**src/lpfd_pkg.sv**
```systemverilog
// ----------------------------------------------------------------------------
// lpfd_pkg
// Shared types and constants for the length-prefixed frame decoder: phase
// codes, result kinds, status codes, register indexes and the result record.
// ----------------------------------------------------------------------------
`default_nettype none

package lpfd_pkg;

	// frame layout
	localparam int PARAM_SLOTS  = 8;
	localparam int HEADER_BYTES = 20;
	localparam int HDR_WORDS    = 5;
	localparam int PLEN_WORD    = 4;

	// register reset values
	localparam logic        COPY_ENABLE_RESET = 1'b1;
	localparam logic [31:0] CAPACITY_RESET    = 32'd4096;

	// configuration register indexes
	localparam logic CFG_COPY_ENABLE      = 1'b0;
	localparam logic CFG_PAYLOAD_CAPACITY = 1'b1;

	// result queue geometry
	localparam int QUEUE_DEPTH = 4;
	localparam int QPTR_W      = 2;

	typedef enum logic [2:0] {
		PH_PREFIX,
		PH_HEADER,
		PH_TABLE,
		PH_DATA,
		PH_DONE
	} phase_t;

	typedef enum logic [1:0] {
		KIND_DATA   = 2'd0,
		KIND_STATUS = 2'd1,
		KIND_LENGTH = 2'd2
	} kind_t;

	typedef enum logic [1:0] {
		ST_OK      = 2'd0,
		ST_TRUNC   = 2'd1,
		ST_NOSPACE = 2'd2
	} status_t;

	// one result item as seen on the output channel
	typedef struct packed {
		kind_t       kind;
		logic [7:0]  data_byte;
		logic [3:0]  param_index;
		logic [31:0] param_length;
		status_t     status;
		logic [31:0] session_word;
		logic [31:0] sequence_word;
		logic [31:0] command_word;
		logic [31:0] ack_word;
		logic [31:0] payload_length;
		logic [31:0] param_total;
	} result_t;

	// up to two results produced by one accepted byte, in order
	typedef struct packed {
		logic [1:0] count;
		result_t    first;
		result_t    second;
	} push_t;

endpackage

`default_nettype wire

```
**src/lpfd_parse.sv**
```systemverilog
// ----------------------------------------------------------------------------
// lpfd_parse
// Frame parser: assembles little-endian words, checks the header and the
// length table, and produces up to two result items per accepted byte.
// ----------------------------------------------------------------------------
`default_nettype none

module lpfd_parse #(
	parameter int PARAM_SLOTS = lpfd_pkg::PARAM_SLOTS
) (
	input  wire logic                  clk,
	input  wire logic                  arst_n,
	input  wire logic                  fire,
	input  wire logic [7:0]            in_byte,
	input  wire logic                  in_last,
	input  wire logic                  copy_enable,
	input  wire logic [31:0]           payload_capacity,
	output lpfd_pkg::push_t            push
);

	localparam int CNT_MAX = (PARAM_SLOTS > lpfd_pkg::HDR_WORDS) ?
		PARAM_SLOTS : lpfd_pkg::HDR_WORDS;
	localparam int CNT_W = $clog2(CNT_MAX + 1);
	localparam logic [31:0] TABLE_BYTES = 32'(4 * PARAM_SLOTS);
	localparam logic [31:0] HDR_BYTES   = 32'(lpfd_pkg::HEADER_BYTES);

	// parser state
	lpfd_pkg::phase_t  phase_q, phase_n;
	logic [1:0]        pos_q, pos_n;
	logic [31:0]       shift_q, shift_n;
	logic [CNT_W-1:0]  cnt_q, cnt_n;
	logic [31:0]       prefix_len_q, prefix_len_n;
	logic [31:0]       hdr_q [lpfd_pkg::HDR_WORDS];
	logic [31:0]       hdr_n [lpfd_pkg::HDR_WORDS];
	logic [31:0]       sum_q, sum_n;
	logic [31:0]       remain_q, remain_n;
	lpfd_pkg::status_t pend_q, pend_n;

	// per-byte decode
	logic [31:0]      word;
	logic             word_done;
	logic [31:0]      sum_add;
	logic             frame_ok;
	logic             plen_short;
	logic             table_ok;
	logic [31:0]      remain_dec;
	logic             pass_byte;
	logic [CNT_W-1:0] cnt_inc;
	logic             hdr_last;
	logic             slot_last;

	// transition flags
	logic              len_emit;
	logic              byte_emit;
	logic              stat_emit;
	lpfd_pkg::status_t stat_code;
	logic              stat_any;
	lpfd_pkg::status_t stat_final;

	assign word       = {in_byte, shift_q[31:8]};
	assign word_done  = (pos_q == 2'd3);
	assign sum_add    = sum_q + word;
	assign frame_ok   = (prefix_len_q == HDR_BYTES + word);
	assign plen_short = (word < TABLE_BYTES);
	assign table_ok   = ({1'b0, hdr_q[lpfd_pkg::PLEN_WORD]} ==
		{1'b0, TABLE_BYTES} + {1'b0, sum_add});
	assign remain_dec = (remain_q != 32'd0) ? remain_q - 32'd1 : 32'd0;
	assign pass_byte  = copy_enable && (pend_q != lpfd_pkg::ST_NOSPACE);
	assign cnt_inc    = cnt_q + 1'b1;
	assign hdr_last   = (cnt_inc == CNT_W'(lpfd_pkg::HDR_WORDS));
	assign slot_last  = (cnt_inc == CNT_W'(PARAM_SLOTS));

	// next state
	always_comb begin
		phase_n      = phase_q;
		pos_n        = pos_q;
		shift_n      = shift_q;
		cnt_n        = cnt_q;
		prefix_len_n = prefix_len_q;
		hdr_n        = hdr_q;
		sum_n        = sum_q;
		remain_n     = remain_q;
		pend_n       = pend_q;
		len_emit     = 1'b0;
		byte_emit    = 1'b0;
		stat_emit    = 1'b0;
		stat_code    = lpfd_pkg::ST_OK;
		case (phase_q)
			lpfd_pkg::PH_PREFIX, lpfd_pkg::PH_HEADER, lpfd_pkg::PH_TABLE: begin
				shift_n = word;
				if (word_done) begin
					pos_n = 2'd0;
					if (phase_q == lpfd_pkg::PH_PREFIX) begin
						prefix_len_n = word;
						cnt_n        = '0;
						phase_n      = lpfd_pkg::PH_HEADER;
					end else if (phase_q == lpfd_pkg::PH_HEADER) begin
						for (int i = 0; i < lpfd_pkg::HDR_WORDS; i++) begin
							if (cnt_q == CNT_W'(i))
								hdr_n[i] = word;
						end
						cnt_n = cnt_inc;
						if (hdr_last) begin
							if (!frame_ok || plen_short) begin
								stat_emit = 1'b1;
								stat_code = lpfd_pkg::ST_TRUNC;
								phase_n   = lpfd_pkg::PH_DONE;
							end else begin
								phase_n = lpfd_pkg::PH_TABLE;
								cnt_n   = '0;
								sum_n   = 32'd0;
							end
						end
					end else begin
						len_emit = 1'b1;
						sum_n    = sum_add;
						cnt_n    = cnt_inc;
						if (slot_last) begin
							if (!table_ok) begin
								stat_emit = 1'b1;
								stat_code = lpfd_pkg::ST_TRUNC;
								phase_n   = lpfd_pkg::PH_DONE;
							end else if (sum_add == 32'd0) begin
								stat_emit = 1'b1;
								stat_code = lpfd_pkg::ST_OK;
								phase_n   = lpfd_pkg::PH_DONE;
							end else begin
								pend_n   = (copy_enable && (payload_capacity < sum_add)) ?
									lpfd_pkg::ST_NOSPACE : lpfd_pkg::ST_OK;
								remain_n = sum_add;
								phase_n  = lpfd_pkg::PH_DATA;
							end
						end
					end
				end else begin
					pos_n = pos_q + 2'd1;
				end
			end
			lpfd_pkg::PH_DATA: begin
				byte_emit = pass_byte;
				remain_n  = remain_dec;
				if (remain_dec == 32'd0) begin
					stat_emit = 1'b1;
					stat_code = pend_q;
					phase_n   = lpfd_pkg::PH_DONE;
				end
			end
			default: begin
				// trailing bytes after the status are dropped
			end
		endcase
	end

	// buffer end before any status forces a truncated status
	assign stat_any   = stat_emit || (in_last && (phase_n != lpfd_pkg::PH_DONE));
	assign stat_final = stat_emit ? stat_code : lpfd_pkg::ST_TRUNC;

	// result items
	always_comb begin
		lpfd_pkg::result_t item_a;
		lpfd_pkg::result_t item_s;
		item_a = '0;
		item_s = '0;
		if (len_emit) begin
			item_a.kind         = lpfd_pkg::KIND_LENGTH;
			item_a.param_index  = 4'(cnt_q);
			item_a.param_length = word;
		end else begin
			item_a.kind      = lpfd_pkg::KIND_DATA;
			item_a.data_byte = in_byte;
		end
		item_s.kind           = lpfd_pkg::KIND_STATUS;
		item_s.status         = stat_final;
		item_s.session_word   = hdr_n[0];
		item_s.sequence_word  = hdr_n[1];
		item_s.command_word   = hdr_n[2];
		item_s.ack_word       = hdr_n[3];
		item_s.payload_length = hdr_n[4];
		item_s.param_total    = sum_n;
		push.second = item_s;
		if (len_emit || byte_emit) begin
			push.first = item_a;
			push.count = fire ? (stat_any ? 2'd2 : 2'd1) : 2'd0;
		end else begin
			push.first = item_s;
			push.count = (fire && stat_any) ? 2'd1 : 2'd0;
		end
	end

	// state registers, rearmed at the buffer's last byte
	always_ff @(posedge clk or negedge arst_n) begin
		if (!arst_n) begin
			phase_q      <= lpfd_pkg::PH_PREFIX;
			pos_q        <= 2'd0;
			shift_q      <= 32'd0;
			cnt_q        <= '0;
			prefix_len_q <= 32'd0;
			for (int i = 0; i < lpfd_pkg::HDR_WORDS; i++)
				hdr_q[i] <= 32'd0;
			sum_q        <= 32'd0;
			remain_q     <= 32'd0;
			pend_q       <= lpfd_pkg::ST_OK;
		end else if (fire) begin
			if (in_last) begin
				phase_q      <= lpfd_pkg::PH_PREFIX;
				pos_q        <= 2'd0;
				shift_q      <= 32'd0;
				cnt_q        <= '0;
				prefix_len_q <= 32'd0;
				for (int i = 0; i < lpfd_pkg::HDR_WORDS; i++)
					hdr_q[i] <= 32'd0;
				sum_q        <= 32'd0;
				remain_q     <= 32'd0;
				pend_q       <= lpfd_pkg::ST_OK;
			end else begin
				phase_q      <= phase_n;
				pos_q        <= pos_n;
				shift_q      <= shift_n;
				cnt_q        <= cnt_n;
				prefix_len_q <= prefix_len_n;
				hdr_q        <= hdr_n;
				sum_q        <= sum_n;
				remain_q     <= remain_n;
				pend_q       <= pend_n;
			end
		end
	end

endmodule

`default_nettype wire

```
**src/lpfd_outq.sv**
```systemverilog
// ----------------------------------------------------------------------------
// lpfd_outq
// Result queue: takes up to two results per cycle from the parser and
// presents one per cycle on the output channel while the receiver is ready.
// ----------------------------------------------------------------------------
`default_nettype none

module lpfd_outq (
	input  wire logic              clk,
	input  wire logic              arst_n,
	input  wire lpfd_pkg::push_t   push,
	input  wire logic              pop,
	output logic                   room,
	output logic                   valid,
	output lpfd_pkg::result_t      head
);

	localparam int PTR_W = lpfd_pkg::QPTR_W;
	localparam int CNT_W = lpfd_pkg::QPTR_W + 1;

	lpfd_pkg::result_t entry_q [lpfd_pkg::QUEUE_DEPTH];
	logic [PTR_W-1:0]  wr_q;
	logic [PTR_W-1:0]  rd_q;
	logic [CNT_W-1:0]  cnt_q;

	// space for a two-result request
	assign room  = (cnt_q <= CNT_W'(lpfd_pkg::QUEUE_DEPTH - 2));
	assign valid = (cnt_q != '0);
	assign head  = entry_q[rd_q];

	// entry storage
	always_ff @(posedge clk) begin
		if (push.count != 2'd0)
			entry_q[wr_q] <= push.first;
		if (push.count == 2'd2)
			entry_q[wr_q + 1'b1] <= push.second;
	end

	// pointers and fill count
	always_ff @(posedge clk or negedge arst_n) begin
		if (!arst_n) begin
			wr_q  <= '0;
			rd_q  <= '0;
			cnt_q <= '0;
		end else begin
			wr_q  <= wr_q + PTR_W'(push.count);
			rd_q  <= rd_q + PTR_W'(pop);
			cnt_q <= cnt_q + CNT_W'(push.count) - CNT_W'(pop);
		end
	end

endmodule

`default_nettype wire

```
**src/length_prefixed_frame_decoder_unit.sv**
```systemverilog
// Path: each result is written into the result queue when its byte is accepted
// and is offered from the queue head. Throughput: one byte per cycle while the
// queue has room; a byte with two results (length or data plus status) stores both.
// The four-entry result queue sets the stall point: input ready drops above two.
// Reset: arst_n clears the parser and queue; copy_enable = 1, capacity = 4096.
// ----------------------------------------------------------------------------
// length_prefixed_frame_decoder_unit
// Top level: configuration registers, frame parser and result queue.
// ----------------------------------------------------------------------------
`default_nettype none

module length_prefixed_frame_decoder_unit #(
	parameter int PARAM_SLOTS = lpfd_pkg::PARAM_SLOTS
) (
	input  wire logic        clk,
	input  wire logic        arst_n,
	// input channel
	input  wire logic        in_valid,
	output logic             in_ready,
	input  wire logic [7:0]  in_byte,
	input  wire logic        in_last,
	// output channel
	output logic             out_valid,
	input  wire logic        out_ready,
	output logic [1:0]       kind,
	output logic [7:0]       data_byte,
	output logic [3:0]       param_index,
	output logic [31:0]      param_length,
	output logic [1:0]       status,
	output logic [31:0]      session_word,
	output logic [31:0]      sequence_word,
	output logic [31:0]      command_word,
	output logic [31:0]      ack_word,
	output logic [31:0]      payload_length,
	output logic [31:0]      param_total,
	// configuration channel
	input  wire logic        cfg_valid,
	output logic             cfg_ready,
	input  wire logic        cfg_index,
	input  wire logic [31:0] cfg_data
);

	logic              copy_enable_q;
	logic [31:0]       capacity_q;
	logic              fire;
	logic              room;
	lpfd_pkg::push_t   push;
	lpfd_pkg::result_t head;

	assign cfg_ready = 1'b1;
	assign in_ready  = room;
	assign fire      = in_valid && room;

	// configuration registers
	always_ff @(posedge clk or negedge arst_n) begin
		if (!arst_n) begin
			copy_enable_q <= lpfd_pkg::COPY_ENABLE_RESET;
			capacity_q    <= lpfd_pkg::CAPACITY_RESET;
		end else if (cfg_valid) begin
			case (cfg_index)
				lpfd_pkg::CFG_COPY_ENABLE:      copy_enable_q <= cfg_data[0];
				lpfd_pkg::CFG_PAYLOAD_CAPACITY: capacity_q    <= cfg_data;
				default: begin
				end
			endcase
		end
	end

	// frame parser
	lpfd_parse #(
		.PARAM_SLOTS (PARAM_SLOTS)
	) u_parse (
		.clk              (clk),
		.arst_n           (arst_n),
		.fire             (fire),
		.in_byte          (in_byte),
		.in_last          (in_last),
		.copy_enable      (copy_enable_q),
		.payload_capacity (capacity_q),
		.push             (push)
	);

	// result queue
	lpfd_outq u_outq (
		.clk    (clk),
		.arst_n (arst_n),
		.push   (push),
		.pop    (out_valid && out_ready),
		.room   (room),
		.valid  (out_valid),
		.head   (head)
	);

	// output fields
	assign kind           = head.kind;
	assign data_byte      = head.data_byte;
	assign param_index    = head.param_index;
	assign param_length   = head.param_length;
	assign status         = head.status;
	assign session_word   = head.session_word;
	assign sequence_word  = head.sequence_word;
	assign command_word   = head.command_word;
	assign ack_word       = head.ack_word;
	assign payload_length = head.payload_length;
	assign param_total    = head.param_total;

endmodule

`default_nettype wire

```
**config.mk**
```make
export PLATFORM = sky130hd
export DESIGN_NAME = length_prefixed_frame_decoder_unit
export DESIGN_NICKNAME = d
export VERILOG_FILES = /design/src/lpfd_pkg.sv /design/src/lpfd_parse.sv /design/src/lpfd_outq.sv /design/src/length_prefixed_frame_decoder_unit.sv
export SDC_FILE = /design/constraint.sdc
export NUM_CORES = 2
export LEC_CHECK = 0
export BUFFER_PORTS_ARGS = -buffer_cell sky130_fd_sc_hd__buf_2
export CAP_MARGIN = 0
export CELL_PAD_IN_SITES_DETAIL_PLACEMENT = 0
export CELL_PAD_IN_SITES_GLOBAL_PLACEMENT = 1
export CORE_UTILIZATION = 25
export DETAILED_ROUTE_END_ITERATION = 12
export PLACE_DENSITY_LB_ADDON = 0.25
export SLEW_MARGIN = 20
export SYNTH_ARGS = -nofsm -noshare
export SYNTH_HDL_FRONTEND = slang
export SYNTH_SLANG_ARGS = --single-unit
export TNS_END_PERCENT = 50
```
**constraint.sdc**
```tcl
create_clock -name clk -period 19.1 [get_ports clk]
set_input_delay 2.865 -clock clk [delete_from_list [all_inputs] [get_ports clk]]
set_output_delay 2.865 -clock clk [all_outputs]
set_load 0.01 [all_outputs]
```
---- Yosys cells after proc, flatten, opt, wreduce, memory -nomap -nowiden ----
Memory sizes are Yosys's and may differ from the RTL's.
Index checks and enable logic that the tools add are counted.
word-level totals
  memories kept ........................... 1
  input bits .............................. 47
  bits in registers ....................... 339
  output and inout bits ................... 243
  RAM bits ................................ 960
  word-level logic and storage cells ...... 187
memory list
  memory          depth  width  read ports  clocked after Yosys merged registers in  wr ports  RTL line         RTL
  u_outq.entry_q  4      240    1           0                                        2         lpfd_outq.sv:21  lpfd_pkg::result_t entry_q [lpfd_pkg::QUEUE_DEPTH];
cells by class
  eq/ne operators ......................... 24
  order comparisons ....................... 3
  bitwise gates (word level) .............. 1
  reduce and logical (&&, ||, !) cells .... 31
  multiplexer cells ....................... 98
  add/sub/neg operators ................... 11
operators by type and width
  kind                   count
  $mux 32                26
  $mux 160               5
  $mux 242               1
  $logic_not 32->1       2
  $pmux 32 s2            1
  $mux 2                 22
  $mux 36                1
  $add 6x32->33 const A  1
  $eq 32x33->1           1
  $add 32x32->32         1
  $add 5x32->32 const A  1
  $eq 32x32->1           1
  $lt 32x32->1           1
  $lt 32x6->1 const B    1
  $reduce_bool 32->1     1
  $sub 32x1->32 const B  1
  $mux 3                 10
  $mux 4                 7
  $mux 1                 21
  $reduce_and 8->1       2
  $ne 3x3->1 const B     4
  $reduce_bool 2->1      6
  $ne 3x2->1 const B     3
  $eq 4x2->1 const B     2
  other kinds (29)       46

---- Longest topological paths before layout ----
  depth in word-level cells ............... 19
  gate-level depth with buffers ........... 29
  mapped depth without buffers ............ 26

---- Modules after synthesis ----
From an unflattened synthesis, not the netlist that was laid out.
unflattened totals
  cells, all modules ...................... 5261
  area total of the unflattened synthesis .. 69883.3 um2
modules (own cells, without submodules)
  module                              area each (um2)  cells an instance  times used
  lpfd_outq                           46347.0          2359               1
  lpfd_parse                          22122.5          2827               1
  length_prefixed_frame_decoder_unit  1413.9           75                 1

---- Worst setup path after synthesis ----
No wires, ideal clock.
  path kind ............................... input to register
  start point ............................. input in_byte[1]
  end point ............................... memory u_outq.entry_q[1][0] (netlist bit), enable pin
  arrival ................................. 20.023 ns
  cell stages on the path ................. 15
  library setup time ...................... 1.034 ns
  path slack .............................. -1.957 ns
  path through ............................ ha_1 -> nand2_1 -> o21ai_0 -> nor3_1 -> a21oi_1 -> o21ai_0 -> nor3_1 -> nand4_1 -> o31a_1 -> a211o_1 -> a21oi_1 -> o31a_1 -> buf_2 -> nor2_1 -> o31ai_1
RTL lines
  what             RTL line                                  RTL
  start, declared  length_prefixed_frame_decoder_unit.sv:20  input wire logic [7:0] in_byte,
  end, declared    lpfd_outq.sv:21

==> impl_metrics.tcl <==
set metrics [dict create \
    outcome "complete, no violations" \
    worst_skew_pair.late_latency_ns 0.83 \
    synth_edf_count 776 \
    rows 181 \
    layout.nets 5451 \
    pin_count 290 \
    grt_max_degree 183 \
    mostFrequentLayoutCell "nor2_1" \
    power.switching_w 0.003556 \
    power.density_nw_per_um2 132.5 \
    instances_no_fill 8664 \
    synthTopCellsByArea "edfxtp_1 (38%), dfrtp_1 (13%), mux4_2 (8.8%)" \
    skew_ns 0.05940 \
    min_period_ns 10.15 \
    netlist_instances 5212 \
    postPlaceCellArea_um2 66320 \
    synth-main-ff-cell "edfxtp_1" \
    wl_per_cell_um 26.81 \
    cts_tree "done" \
    synth_top_cell_area_share_pct 37.82 \
    viasPerCell 5.046 \
    cap_viol_max_count 0 \
    gp_congestion 0.8393 \
    netlist_area_um2 61610 \
    ys_async_sr_fraction_pct 25.58 \
    cts_resized 0 \
    die_area_um2 248400 \
    die_w_um 498.4 \
    yosysSeqAreaShare_pct 57.20 \
    mostFrequentLayoutCells "nor2_1 (1063), edfxtp_1 (776), nand2_1 (351)" \
    period_share_pct 53.16 \
    endpoint_kind "flip-flop" \
    grt_pass1_wl_um 331500 \
    placed_cells 8373 \
    setup_viol 0 \
    gr-total-overflow 0 \
    final_antenna_net_count 0 \
    clock_power_share_pct 30.4 \
    max_stage_delay_ns 0.86 \
    drt_wl_total_um 232200 \
    portBuffers 288 \
    synth_cell_types 98 \
    yosysWarnings 0 \
    cp_common_cell "buf_4" \
    area_growth_pct 15.64 \
    postCtsHoldBufs 0 \
    first_iter_violations 4021 \
    irDropWorstVdd_v 0.0001049 \
    grt_usage_pct 18.32 \
    grt_pass1_vias 42857 \
    clk_pin_slew_ns 0.06 \
    max_freq_mhz 98.49 \
    cts.sinks 1290 \
    hold_viol_final 0 \
    crit_type "primary input to flip-flop" \
    antenna_found_initial 25 \
    worstMarginPinSlew_ns 1.366 \
    arrival_ns 10.66 \
    clock_path_buffers 3 \
    hold_slack_ns 0.4404 \
    relSlewSlack_pct 8.923 \
    p_int_w 0.005884 \
    slowest_stage "buf_4" \
    rsz0062_at_grt "false" \
    start_util_pct 25.24 \
    hold_class "flip-flop to flip-flop" \
    syn_area_per_cell_um2 11.82 \
    htreeDepth 4 \
    final_area_um2 71250 \
    power_w 0.009441 \
    seq_power_share_pct 35.9 \
    path_cells "buf_2 > ha_1 > nand2_1 > o21ai_0 > nor3_1 > a21oi_1 > o21ai_0 > nor3_1 > inv_1 > nor4_1 > xnor2_1 > nor4_1 > nand4_2 > o31a_1 > o211ai_4 > buf_4 > buf_4 > buf_4 > buf_4 > nor2_1" \
    hpwl_um 141800 \
    syn-num-nets 5337 \
    synth_top_area_cell "edfxtp_1" \
    dr.pass1.iters 5 \
    cts_setup_buffers 0 \
    die_h_um 498.4 \
    drv_slew 0 \
    root_buffer "clkbuf_16" \
    drc 0 \
    numCtsBuffers 153 \
    final_util_pct 29.18 \
    required_ns 19.60 \
    cp_max_fo 58 \
    switching_share_pct 37.67 \
    dr_total_vias 43722 \
    p_leak_nw 26.38 \
    coreArea_um2 244100 \
    drive_gt1_share_pct 18.08 \
    share_comb_of_total_power_pct 33.7 \
    start_kind "primary input" \
    ys_ff_latch 1290 \
]
## registers in the layout, summed over array words and instances, names as in the netlist
register / cells
capacity_q: 32
copy_enable_q: 1
u_outq.cnt_q: 3
u_outq.entry_q: 960
u_outq.rd_q: 2
u_outq.wr_q: 2
u_parse.cnt_q: 4
u_parse.hdr_q: 160
u_parse.pend_q: 1
u_parse.phase_q: 3
u_parse.pos_q: 2
u_parse.prefix_len_q: 32
u_parse.remain_q: 32
u_parse.shift_q: 24
u_parse.sum_q: 32
## power by group through the flow
| stage | Combinational (W) | Clock [W] | Sequential [W] |
|---|---|---|---|
| 5_1_grt | 0.00342 | 0.00305 | 0.00342 |
| 2_1_floorplan | 0.00195 | 0 | 0.00340 |
| 6_report | 0.00318 | 0.00287 | 0.00339 |
| 3_5_place_dp | 0.00325 | 0 | 0.00344 |
| 4_1_cts | 0.00326 | 0.00295 | 0.00339 |
| 3_3_place_gp | 0.00325 | 0 | 0.00344 |
## critical path: cells and delay by family
family	cells	cell delay [ns]
fa+ha+maj	1	0.36
simple gates	7	1.93
xor+xnor	1	0.14
buf+inv	6	3.73
compound gates	5	1.48
## cell type report
type,instances,area [um2]
clock buffer,216,4245
timing repair buffer,404,2454
tap,3202,4006
antenna,9,22.52
inverter,54,202.7
multi-input combinational,3423,24420
sequential,1290,35250
clock inverter,66,649.4
fill,24987,172900
## routing by layer
layer | up-vias | wire length [um] | global-route usage, %
met1 | 22585 | 106700 | 25.71
met2 | 1324 | 107300 | 29.10
met4 | 6 | 5968 | 5.100
li1 | 19543 | - | -
met3 | 264 | 12200 | 2.868
met5 | - | 40 | 0
## path summary, 6_finish.rpt
check	startpoint	end	slack, ns	depth (start not counted)
setup reg to reg	u_parse.shift_q[12]	u_outq.entry_q[1][61]	9.76	20
hold / removal	u_outq.entry_q[0][238]	u_outq.entry_q[0][238]	0.44	2
min in group asynchronous	arst_n	u_outq.cnt_q[2]	2.00	1
setup / recovery	in_byte[1]	u_outq.entry_q[1][61]	8.95	20
max in group asynchronous	arst_n	u_parse.hdr_q[62]	14.79	3
hold reg to reg	u_outq.entry_q[0][238]	u_outq.entry_q[0][238]	0.44	2
## cell usage after synthesis (all sizes together) (114+ instances only)
master,instances
a21oi,114
a22oi,168
dfrtp,328
mux4,240
edfxtp,776
mux2i,162
nor2,1069
nand2,357
dfxtp,184
a32oi,177
o21ai,317
clkbuf,255
buf,190
## metrics by stage
stage | setup WS, ns | TNS [ns]
floorplan | -1.344 | -782.41
global placement | 8.102 | 0
detailed placement | 8.126 | 0
CTS | 8.965 | 0
global route | 8.444 | 0
finish | 8.946 | 0
## logic make-up after synthesis
| group | share of synthesized area [%] |
|---|---|
| simple gates | 12.63 |
| flops | 57.20 |
| compound gates | 10.68 |
| buf+inv | 3.627 |
| mux | 12.50 |
| xor+xnor | 1.740 |
| fa+ha+maj | 1.608 |
| other cells | 0.006086 |
No activity file was read; power rests on OpenSTA's default activity.
